$ cat src/hdl/hdd_pkg.sv
// Shared types and constants of the height-drop fall detector.
// No dependencies; every other file imports this package.
package hdd_pkg;

  localparam int HEIGHT_W = 16;
  localparam int TIME_W   = 48;
  localparam int LEVEL_W  = 13;
  localparam int COUNT_W  = 8;
  localparam int SPAN_W   = 32;
  localparam int CFG_IDX_W  = 3;
  localparam int CFG_DATA_W = 32;

  // Accepted height range: MIN_HEIGHT_MM < h <= MAX_HEIGHT_MM
  localparam logic signed [HEIGHT_W-1:0] MIN_HEIGHT_MM = 16'sd50;
  localparam logic signed [HEIGHT_W-1:0] MAX_HEIGHT_MM = 16'sd8000;

  localparam logic [COUNT_W-1:0] COUNT_MAX = 8'd255;

  // Register indexes on the configuration port
  localparam logic [CFG_IDX_W-1:0] CFG_HIGH_LEVEL   = 3'd0;
  localparam logic [CFG_IDX_W-1:0] CFG_LOW_LEVEL    = 3'd1;
  localparam logic [CFG_IDX_W-1:0] CFG_HIGH_COUNT   = 3'd2;
  localparam logic [CFG_IDX_W-1:0] CFG_LOW_COUNT    = 3'd3;
  localparam logic [CFG_IDX_W-1:0] CFG_WINDOW       = 3'd4;
  localparam logic [CFG_IDX_W-1:0] CFG_COOLDOWN     = 3'd5;

  // Reset values of the registers
  localparam logic [LEVEL_W-1:0] RST_HIGH_LEVEL = 13'd1000;
  localparam logic [LEVEL_W-1:0] RST_LOW_LEVEL  = 13'd500;
  localparam logic [COUNT_W-1:0] RST_HIGH_COUNT = 8'd3;
  localparam logic [COUNT_W-1:0] RST_LOW_COUNT  = 8'd3;
  localparam logic [SPAN_W-1:0]  RST_WINDOW     = 32'd1500000;
  localparam logic [SPAN_W-1:0]  RST_COOLDOWN   = 32'd10000000;

  typedef struct packed {
    logic [LEVEL_W-1:0] high_level_mm;
    logic [LEVEL_W-1:0] low_level_mm;
    logic [COUNT_W-1:0] high_count_needed;
    logic [COUNT_W-1:0] low_count_needed;
    logic [SPAN_W-1:0]  window_us;
    logic [SPAN_W-1:0]  fall_gap_us;
  } hdd_cfg_t;

endpackage

$ cat src/hdl/hdd_if.sv
// Handshake channels of the fall detector: sample input, result output
// and configuration write. Depends on hdd_pkg.
interface hdd_in_if;
  import hdd_pkg::*;
  logic                       valid;
  logic                       ready;
  logic signed [HEIGHT_W-1:0] height_mm;
  logic [TIME_W-1:0]          time_us;
  modport source (output valid, output height_mm, output time_us, input ready);
  modport sink   (input valid, input height_mm, input time_us, output ready);
endinterface

interface hdd_out_if;
  logic valid;
  logic ready;
  logic fall_event;
  logic is_standing;
  logic sample_used;
  modport source (output valid, output fall_event, output is_standing,
                  output sample_used, input ready);
  modport sink   (input valid, input fall_event, input is_standing,
                  input sample_used, output ready);
endinterface

interface hdd_cfg_if;
  import hdd_pkg::*;
  logic                  valid;
  logic                  ready;
  logic [CFG_IDX_W-1:0]  index;
  logic [CFG_DATA_W-1:0] data;
  modport source (output valid, output index, output data, input ready);
  modport sink   (input valid, input index, input data, output ready);
endinterface

$ cat src/hdl/hdd_cfg_regs.sv
// Configuration register file of the fall detector.
// Depends on hdd_pkg and hdd_cfg_if.
module hdd_cfg_regs (
  input  logic             clk,
  input  logic             rst_n,
  hdd_cfg_if.sink          cfg_ch,
  output hdd_pkg::hdd_cfg_t cfg
);
  import hdd_pkg::*;

  hdd_cfg_t cfg_r;

  assign cfg_ch.ready = 1'b1;
  assign cfg          = cfg_r;

  always_ff @(posedge clk) begin
    if (!rst_n) begin
      cfg_r.high_level_mm     <= RST_HIGH_LEVEL;
      cfg_r.low_level_mm      <= RST_LOW_LEVEL;
      cfg_r.high_count_needed <= RST_HIGH_COUNT;
      cfg_r.low_count_needed  <= RST_LOW_COUNT;
      cfg_r.window_us         <= RST_WINDOW;
      cfg_r.fall_gap_us       <= RST_COOLDOWN;
    end else if (cfg_ch.valid) begin
      case (cfg_ch.index)
        CFG_HIGH_LEVEL: cfg_r.high_level_mm     <= cfg_ch.data[LEVEL_W-1:0];
        CFG_LOW_LEVEL:  cfg_r.low_level_mm      <= cfg_ch.data[LEVEL_W-1:0];
        CFG_HIGH_COUNT: cfg_r.high_count_needed <= cfg_ch.data[COUNT_W-1:0];
        CFG_LOW_COUNT:  cfg_r.low_count_needed  <= cfg_ch.data[COUNT_W-1:0];
        CFG_WINDOW:     cfg_r.window_us         <= cfg_ch.data[SPAN_W-1:0];
        CFG_COOLDOWN:   cfg_r.fall_gap_us       <= cfg_ch.data[SPAN_W-1:0];
        default: ;  // drop writes beyond the register list
      endcase
    end
  end

endmodule

$ cat src/hdl/hdd_core.sv
// Sample pipeline of the fall detector: input register, posture state,
// update logic and result register. Depends on hdd_pkg and hdd_if.
module hdd_core (
  input  logic              clk,
  input  logic              rst_n,
  input  hdd_pkg::hdd_cfg_t cfg,
  hdd_in_if.sink            in_ch,
  hdd_out_if.source         out_ch
);
  import hdd_pkg::*;

  // input register
  logic                       s1_v_r;
  logic signed [HEIGHT_W-1:0] s1_h_r;
  logic [TIME_W-1:0]          s1_t_r;

  // posture state
  logic               standing_r, standing_nxt;
  logic [COUNT_W-1:0] high_run_r, high_run_nxt;
  logic [COUNT_W-1:0] low_run_r, low_run_nxt;
  logic [TIME_W-1:0]  posture_time_r, posture_time_nxt;
  logic [TIME_W-1:0]  last_fall_r, last_fall_nxt;

  // result register
  logic o_v_r, o_fall_r, o_stand_r, o_used_r;
  logic fall_nxt, used;

  logic advance;

  logic [TIME_W-1:0]  dt_posture, dt_fall, window_ext, cooldown_ext;
  logic               timeout, is_high, is_low;
  logic               st0;
  logic [COUNT_W-1:0] hr0, lr0, hr_inc, lr_inc;

  assign advance      = s1_v_r && (!o_v_r || out_ch.ready);
  assign in_ch.ready  = !s1_v_r || advance;

  assign out_ch.valid       = o_v_r;
  assign out_ch.fall_event  = o_fall_r;
  assign out_ch.is_standing = o_stand_r;
  assign out_ch.sample_used = o_used_r;

  assign window_ext   = {{(TIME_W-SPAN_W){1'b0}}, cfg.window_us};
  assign cooldown_ext = {{(TIME_W-SPAN_W){1'b0}}, cfg.fall_gap_us};
  assign dt_posture   = s1_t_r - posture_time_r;
  assign dt_fall      = s1_t_r - last_fall_r;

  assign used    = (s1_h_r > MIN_HEIGHT_MM) && (s1_h_r <= MAX_HEIGHT_MM);
  // within the accepted range the height fits the level width
  assign is_high = s1_h_r[LEVEL_W-1:0] >= cfg.high_level_mm;
  assign is_low  = s1_h_r[LEVEL_W-1:0] <= cfg.low_level_mm;

  assign timeout = standing_r && (dt_posture > window_ext);
  assign st0     = standing_r && !timeout;
  assign hr0     = timeout ? '0 : high_run_r;
  assign lr0     = timeout ? '0 : low_run_r;
  assign hr_inc  = (hr0 == COUNT_MAX) ? hr0 : hr0 + COUNT_W'(1);
  assign lr_inc  = (lr0 == COUNT_MAX) ? lr0 : lr0 + COUNT_W'(1);

  always_comb begin
    standing_nxt     = standing_r;
    high_run_nxt     = high_run_r;
    low_run_nxt      = low_run_r;
    posture_time_nxt = posture_time_r;
    last_fall_nxt    = last_fall_r;
    fall_nxt         = 1'b0;
    if (used) begin
      standing_nxt = st0;
      high_run_nxt = hr0;
      low_run_nxt  = lr0;
      if (is_high) begin
        high_run_nxt = hr_inc;
        low_run_nxt  = '0;
        if (st0 || (hr_inc >= cfg.high_count_needed)) begin
          standing_nxt     = 1'b1;
          posture_time_nxt = s1_t_r;
        end
      end else if (st0) begin
        if (is_low) begin
          low_run_nxt = lr_inc;
          if (lr_inc >= cfg.low_count_needed) begin
            // report only inside the window and past the cooldown
            if ((dt_posture <= window_ext) && (dt_fall >= cooldown_ext)) begin
              fall_nxt      = 1'b1;
              last_fall_nxt = s1_t_r;
            end
            standing_nxt = 1'b0;
            high_run_nxt = '0;
            low_run_nxt  = '0;
          end
        end else begin
          low_run_nxt = '0;
        end
      end
    end
  end

  always_ff @(posedge clk) begin
    if (!rst_n) begin
      s1_v_r         <= 1'b0;
      o_v_r          <= 1'b0;
      standing_r     <= 1'b0;
      high_run_r     <= '0;
      low_run_r      <= '0;
      posture_time_r <= '0;
      last_fall_r    <= '0;
    end else begin
      if (in_ch.valid && in_ch.ready) begin
        s1_v_r <= 1'b1;
      end else if (advance) begin
        s1_v_r <= 1'b0;
      end
      if (advance) begin
        o_v_r          <= 1'b1;
        standing_r     <= standing_nxt;
        high_run_r     <= high_run_nxt;
        low_run_r      <= low_run_nxt;
        posture_time_r <= posture_time_nxt;
        last_fall_r    <= last_fall_nxt;
      end else if (out_ch.ready) begin
        o_v_r <= 1'b0;
      end
    end
  end

  always_ff @(posedge clk) begin
    if (in_ch.valid && in_ch.ready) begin
      s1_h_r <= in_ch.height_mm;
      s1_t_r <= in_ch.time_us;
    end
    if (advance) begin
      o_fall_r  <= fall_nxt;
      o_stand_r <= standing_nxt;
      o_used_r  <= used;
    end
  end

endmodule

$ cat src/hdl/height_drop_fall_detector.sv
// Fall detector on tracked-target height samples: top level.
// Depends on hdd_pkg, hdd_if, hdd_cfg_regs and hdd_core.
//
// Usage:
//   in_ch  - sample words (height_mm, signed mm; time_us, 48-bit wrapping
//            microsecond stamp), taken when valid and ready are both high.
//   out_ch - one result word per sample: fall_event, is_standing and
//            sample_used, in sample order.
//   cfg_ch - register writes (index, data); always ready. Write only while
//            no sample is in flight. Unknown indexes are dropped.
// A sample passes through one input register, then the posture update feeding
// the result register. One sample is taken every cycle while the receiver
// does not stall; the posture state updates as each sample moves into the
// result register, so the next sample sees it without a bubble.
// When the receiver stalls, the result register holds its word and the
// input register holds one more sample; ready then drops until the
// result is taken.
// Reset (synchronous, rst_n low) empties both registers, clears the
// standing flag, run counters and timestamps, and reloads the register
// defaults.
module height_drop_fall_detector (
  input  logic      clk,
  input  logic      rst_n,
  hdd_in_if.sink    in_ch,
  hdd_out_if.source out_ch,
  hdd_cfg_if.sink   cfg_ch
);
  import hdd_pkg::*;

  // live register values; the user keeps them stable while samples flow, the block does not enforce it
  hdd_cfg_t cfg;

  hdd_cfg_regs u_cfg_regs (
    .clk    (clk),
    .rst_n  (rst_n),
    .cfg_ch (cfg_ch),
    .cfg    (cfg)
  );

  // sample pipeline and posture state
  hdd_core u_core (
    .clk    (clk),
    .rst_n  (rst_n),
    .cfg    (cfg),
    .in_ch  (in_ch),
    .out_ch (out_ch)
  );

endmodule
$ cat src/flat_wrapper.sv
// flat-port wrapper written by rule: the top's interface ports become plain ports
module height_drop_fall_detector_flat import hdd_pkg::*;
  (clk, rst_n, in_ch_valid, in_ch_height_mm, in_ch_time_us, in_ch_ready, out_ch_valid, out_ch_fall_event, out_ch_is_standing, out_ch_sample_used, out_ch_ready, cfg_ch_valid, cfg_ch_index, cfg_ch_data, cfg_ch_ready);
  hdd_in_if in_ch_i ();
  hdd_out_if out_ch_i ();
  hdd_cfg_if cfg_ch_i ();
  input  logic clk;
  input  logic rst_n;
  input wire logic [$bits(in_ch_i.valid)-1:0] in_ch_valid;
  input wire logic [$bits(in_ch_i.height_mm)-1:0] in_ch_height_mm;
  input wire logic [$bits(in_ch_i.time_us)-1:0] in_ch_time_us;
  output wire logic [$bits(in_ch_i.ready)-1:0] in_ch_ready;
  output wire logic [$bits(out_ch_i.valid)-1:0] out_ch_valid;
  output wire logic [$bits(out_ch_i.fall_event)-1:0] out_ch_fall_event;
  output wire logic [$bits(out_ch_i.is_standing)-1:0] out_ch_is_standing;
  output wire logic [$bits(out_ch_i.sample_used)-1:0] out_ch_sample_used;
  input wire logic [$bits(out_ch_i.ready)-1:0] out_ch_ready;
  input wire logic [$bits(cfg_ch_i.valid)-1:0] cfg_ch_valid;
  input wire logic [$bits(cfg_ch_i.index)-1:0] cfg_ch_index;
  input wire logic [$bits(cfg_ch_i.data)-1:0] cfg_ch_data;
  output wire logic [$bits(cfg_ch_i.ready)-1:0] cfg_ch_ready;
  assign in_ch_i.valid = in_ch_valid;
  assign in_ch_i.height_mm = in_ch_height_mm;
  assign in_ch_i.time_us = in_ch_time_us;
  assign in_ch_ready = in_ch_i.ready;
  assign out_ch_valid = out_ch_i.valid;
  assign out_ch_fall_event = out_ch_i.fall_event;
  assign out_ch_is_standing = out_ch_i.is_standing;
  assign out_ch_sample_used = out_ch_i.sample_used;
  assign out_ch_i.ready = out_ch_ready;
  assign cfg_ch_i.valid = cfg_ch_valid;
  assign cfg_ch_i.index = cfg_ch_index;
  assign cfg_ch_i.data = cfg_ch_data;
  assign cfg_ch_ready = cfg_ch_i.ready;
  height_drop_fall_detector u_core (.clk(clk), .rst_n(rst_n), .in_ch(in_ch_i), .out_ch(out_ch_i), .cfg_ch(cfg_ch_i));
endmodule
$ cat config.mk
export PLATFORM = sky130hd
export DESIGN_NAME = height_drop_fall_detector_flat
export DESIGN_NICKNAME = d
export VERILOG_FILES = /design/src/hdl/hdd_pkg.sv /design/src/hdl/hdd_if.sv /design/src/hdl/hdd_cfg_regs.sv /design/src/hdl/hdd_core.sv /design/src/hdl/height_drop_fall_detector.sv /design/src/flat_wrapper.sv
export SDC_FILE = /design/constraint.sdc
export NUM_CORES = 1
export LEC_CHECK = 0
export ABC_AREA = 0
export BUFFER_PORTS_ARGS = -buffer_cell sky130_fd_sc_hd__buf_4
export CAP_MARGIN = 20
export CORE_ASPECT_RATIO = 0.5
export CORE_MARGIN = 4
export CORE_UTILIZATION = 60
export CTS_BUF_LIST = sky130_fd_sc_hd__clkbuf_8
export CTS_CLUSTER_DIAMETER = 150
export DETAILED_ROUTE_END_ITERATION = 12
export PLACE_DENSITY = 0.78
export SLEW_MARGIN = 20
export SYNTH_ARGS = -nofsm -noshare
export SYNTH_HDL_FRONTEND = slang
export SYNTH_SLANG_ARGS = --single-unit
$ cat constraint.sdc
create_clock -name clk -period 11.2 [get_ports clk]
set_clock_uncertainty 0.2 [all_clocks]
set_input_delay 1.68 -clock clk [delete_from_list [all_inputs] [get_ports clk]]
set_output_delay 1.68 -clock clk [all_outputs]
set_load 0.03 [all_outputs]
==> impl_metrics.json <==
{
  "wl_per_cell_um": 20.6,
  "ys_ff_latch": 288,
  "port_buffers": 108,
  "finalCritPeriodShare": 0.895,
  "grt_pass1_vias": 17900,
  "ir_worst_vdd_mv": 0.0954,
  "synthesis.instances": 2552,
  "p_leak_nw": 8.36,
  "setup-tns-final_ns": 0,
  "area_growth_pct": 8.67,
  "cp-end-kind": "register",
  "synth_edf_count": 67,
  "relSlewSlack": 0.284,
  "required_ns": 11.51,
  "syn_area_um2": 20300,
  "finalHoldViolations": 0,
  "fin_crit_ns": 10.02,
  "rows": 47,
  "top_layer": "met5",
  "vias_per_cell": 6.22,
  "power.density_nw_per_um2": 113,
  "max_freq_mhz": 99.8,
  "slew_violations": 0,
  "initial_utilization": 0.611,
  "ant_nets": 0,
  "critical-path-top-delay-family": "simple AND/OR/NAND/NOR gates",
  "die_w_um": 268,
  "cp_max_fo": 32,
  "multi_input_area_um2": 12400,
  "ys_types": 90,
  "postCtsSetupBuffers": 0,
  "status": "complete, no violations",
  "dr_total_vias": 19100,
  "cts_buffer_depth": 3,
  "coreArea_um2": 33200,
  "nFillCells": 2921,
  "wl_met1_um": 28600,
  "overflow": 0,
  "hpwl_um": 47900,
  "fin_nets": 2900,
  "drtPass1Iterations": 7,
  "utilization": 0.664,
  "drt-initial-drc-count": 1975,
  "synth_ff_type": "dfxtp_1",
  "grt_usage": 0.329,
  "yosysSeqAreaShare": 0.317,
  "synthesis.nets": 2860,
  "crit_slowest_cell": "o311a_2",
  "syn_avg_cell_area_um2": 7.96,
  "hold_class": "register to register",
  "worstSkewPairLatency_ns": 0.61,
  "grt_max_degree": 80,
  "final_cell_mix": "474 x nand2_1, 248 x inv_1, 243 x a21oi_1",
  "cts_tree": "done",
  "die_area_um2": 37000,
  "final_common_cell": "nand2_1",
  "h-tree-depth": 2,
  "post_cts_resized": 0,
  "routed-wl-met2_um": 26600,
  "wl_met3_um": 6350,
  "setup_viol": 0,
  "crit_type": "register to register",
  "path_clk_slew_ns": 0.07,
  "pin_count": 110,
  "cts_root_buf": "clkbuf_8",
  "diodes": 0,
  "wl_um": 63100,
  "yosys_warnings": 0,
  "cap_viol_max_count": 0,
  "slowest_delay_ns": 0.70,
  "regArea_um2": 6440,
  "clock_sinks": 288,
  "die_h_um": 138,
  "numCtsBuffers": 42,
  "path_buf_inv": 2,
  "start_kind": "register",
  "drc_errors": 0,
  "postCtsHoldBufs": 0,
  "rsz0062_at_grt": "false",
  "async_flop_share": 0,
  "antenna_found_initial": 1,
  "drive_above_1_share": 0.0861,
  "gp_congestion": 1.06,
  "worst_pin_slew_ns": 1.06,
  "worstPathArrival_ns": 10.33,
  "grt_first_pass_wirelength_um": 98300
}
flip-flops by register name, indices dropped and copies added (netlist names):
register / flops
u_core.u_core.s1_t_r: 48
u_core.u_core.s1_h_r: 16
u_core.u_core.low_run_r: 8
u_core.u_core.high_run_r: 8
u_core.u_core.s1_v_r: 1
u_core.u_cfg_regs.cfg: 106
u_core.u_core.last_fall_r: 48
u_core.u_core.standing_r: 1
u_core.u_core.out_ch.is_standing: 1
u_core.u_core.out_ch.fall_event: 1
u_core.u_core.posture_time_r: 48
u_core.u_core.out_ch.valid: 1
u_core.u_core.out_ch.sample_used: 1
per-stage QoR:
step	hold WS [ns]	instances	total power [mW]	worst slack [ns]	cell area, µm²
3_5_place_dp	0.246	2989	1.58	1.36	21200
4_1_cts	0.256	3066	2.49	1.31	22100
5_1_grt	0.272	3066	2.60	0.416	22100
3_3_place_gp	0.242	2989	1.58	1.74	21200
2_1_floorplan	0.235	2552	1.43	3.02	20300
6_report	0.258	3066	2.49	1.18	22100
report_power, final:
part / internal [mW] / leakage [nW] / switching [mW]
registers: 1.09 / 2.44 / 0.0216
logic: 0.175 / 5.41 / 0.292
clock network: 0.467 / 0.504 / 0.448
layout make-up:
class                   count  share of cell area
repair buffers            120              0.0414
clock buffers              48              0.0299
inverters                 236              0.0401
clock inverters            29             0.00975
flip-flops and latches    288               0.292
multi-input cells        1904               0.562
well taps                 441              0.0250
worst paths after layout:
path / cells past startpoint / endpoint / slack (ns) / from
worst min-delay path: 2 / u_core.u_cfg_regs.cfg[35] / 0.26 / u_core.u_cfg_regs.cfg[35]
worst max-delay path: 37 / u_core.u_core.last_fall_r[23] / 1.18 / u_core.u_core.s1_t_r[4]
worst min register to register: 2 / u_core.u_cfg_regs.cfg[35] / 0.26 / u_core.u_cfg_regs.cfg[35]
worst max register to register: 37 / u_core.u_core.last_fall_r[23] / 1.18 / u_core.u_core.s1_t_r[4]
Yosys cell counts, types with 6 or more instances:
master / count / share of area
xnor2_1: 45 / 0.019
o21ai_1: 10 / 0.0025
or3_1: 11 / 0.0034
a21oi_1: 243 / 0.060
ha_1: 202 / 0.12
o21a_1: 22 / 0.0081
nor2_1: 127 / 0.023
o21bai_1: 12 / 0.0044
mux2i_1: 99 / 0.049
inv_1: 235 / 0.043
and3_1: 11 / 0.0034
nand2b_1: 17 / 0.0052
clkbuf_1: 90 / 0.017
dfxtp_1: 221 / 0.22
and4_1: 6 / 0.0026
nor4_1: 16 / 0.0049
a211oi_1: 15 / 0.0055
a31oi_1: 11 / 0.0034
buf_4: 7 / 0.0026
nand2_1: 474 / 0.088
buf_2: 15 / 0.0037
edfxtp_1: 67 / 0.099
o211ai_1: 49 / 0.018
a221oi_1: 6 / 0.0026
o21ai_0: 93 / 0.023
a2111oi_0: 10 / 0.0043
and2_1: 14 / 0.0043
a21boi_0: 6 / 0.0022
xor2_1: 39 / 0.017
nor2b_1: 22 / 0.0068
o2111ai_1: 11 / 0.0047
o221ai_1: 7 / 0.0030
o31ai_1: 13 / 0.0048
a21o_1: 41 / 0.015
nand4_1: 71 / 0.022
or2_2: 10 / 0.0031
nand3_1: 38 / 0.0094
nor3_1: 45 / 0.011
worst min-delay path, delay by kind of cell (launching register included):
kind,cells,cell delay (ns)
AO/OA/AOI/OAI,1,0.05
AND/OR/NAND/NOR,1,0.05
flip-flops,1,0.31
cell families after synthesis:
group | count (synthesis) | share of synthesized area
AO/OA/AOI/OAI | 623 | 0.196
XOR/XNOR | 84 | 0.0362
adder cells (fa/ha/maj) | 204 | 0.126
buffers and inverters | 360 | 0.0733
flip-flops | 288 | 0.317
multiplexers | 103 | 0.0510
other | 1 | 0.000185
AND/OR/NAND/NOR | 889 | 0.200
metal layers:
| metal | vias to the layer above | global-route usage |
|---|---|---|
| met5 | - | 0 |
| met4 | 2 | 0.0776 |
| met3 | 126 | 0.0721 |
| met2 | 857 | 0.501 |
| met1 | 9005 | 0.479 |
| li1 | 9080 | - |
Note: power is estimated with default switching activity, not from simulation.
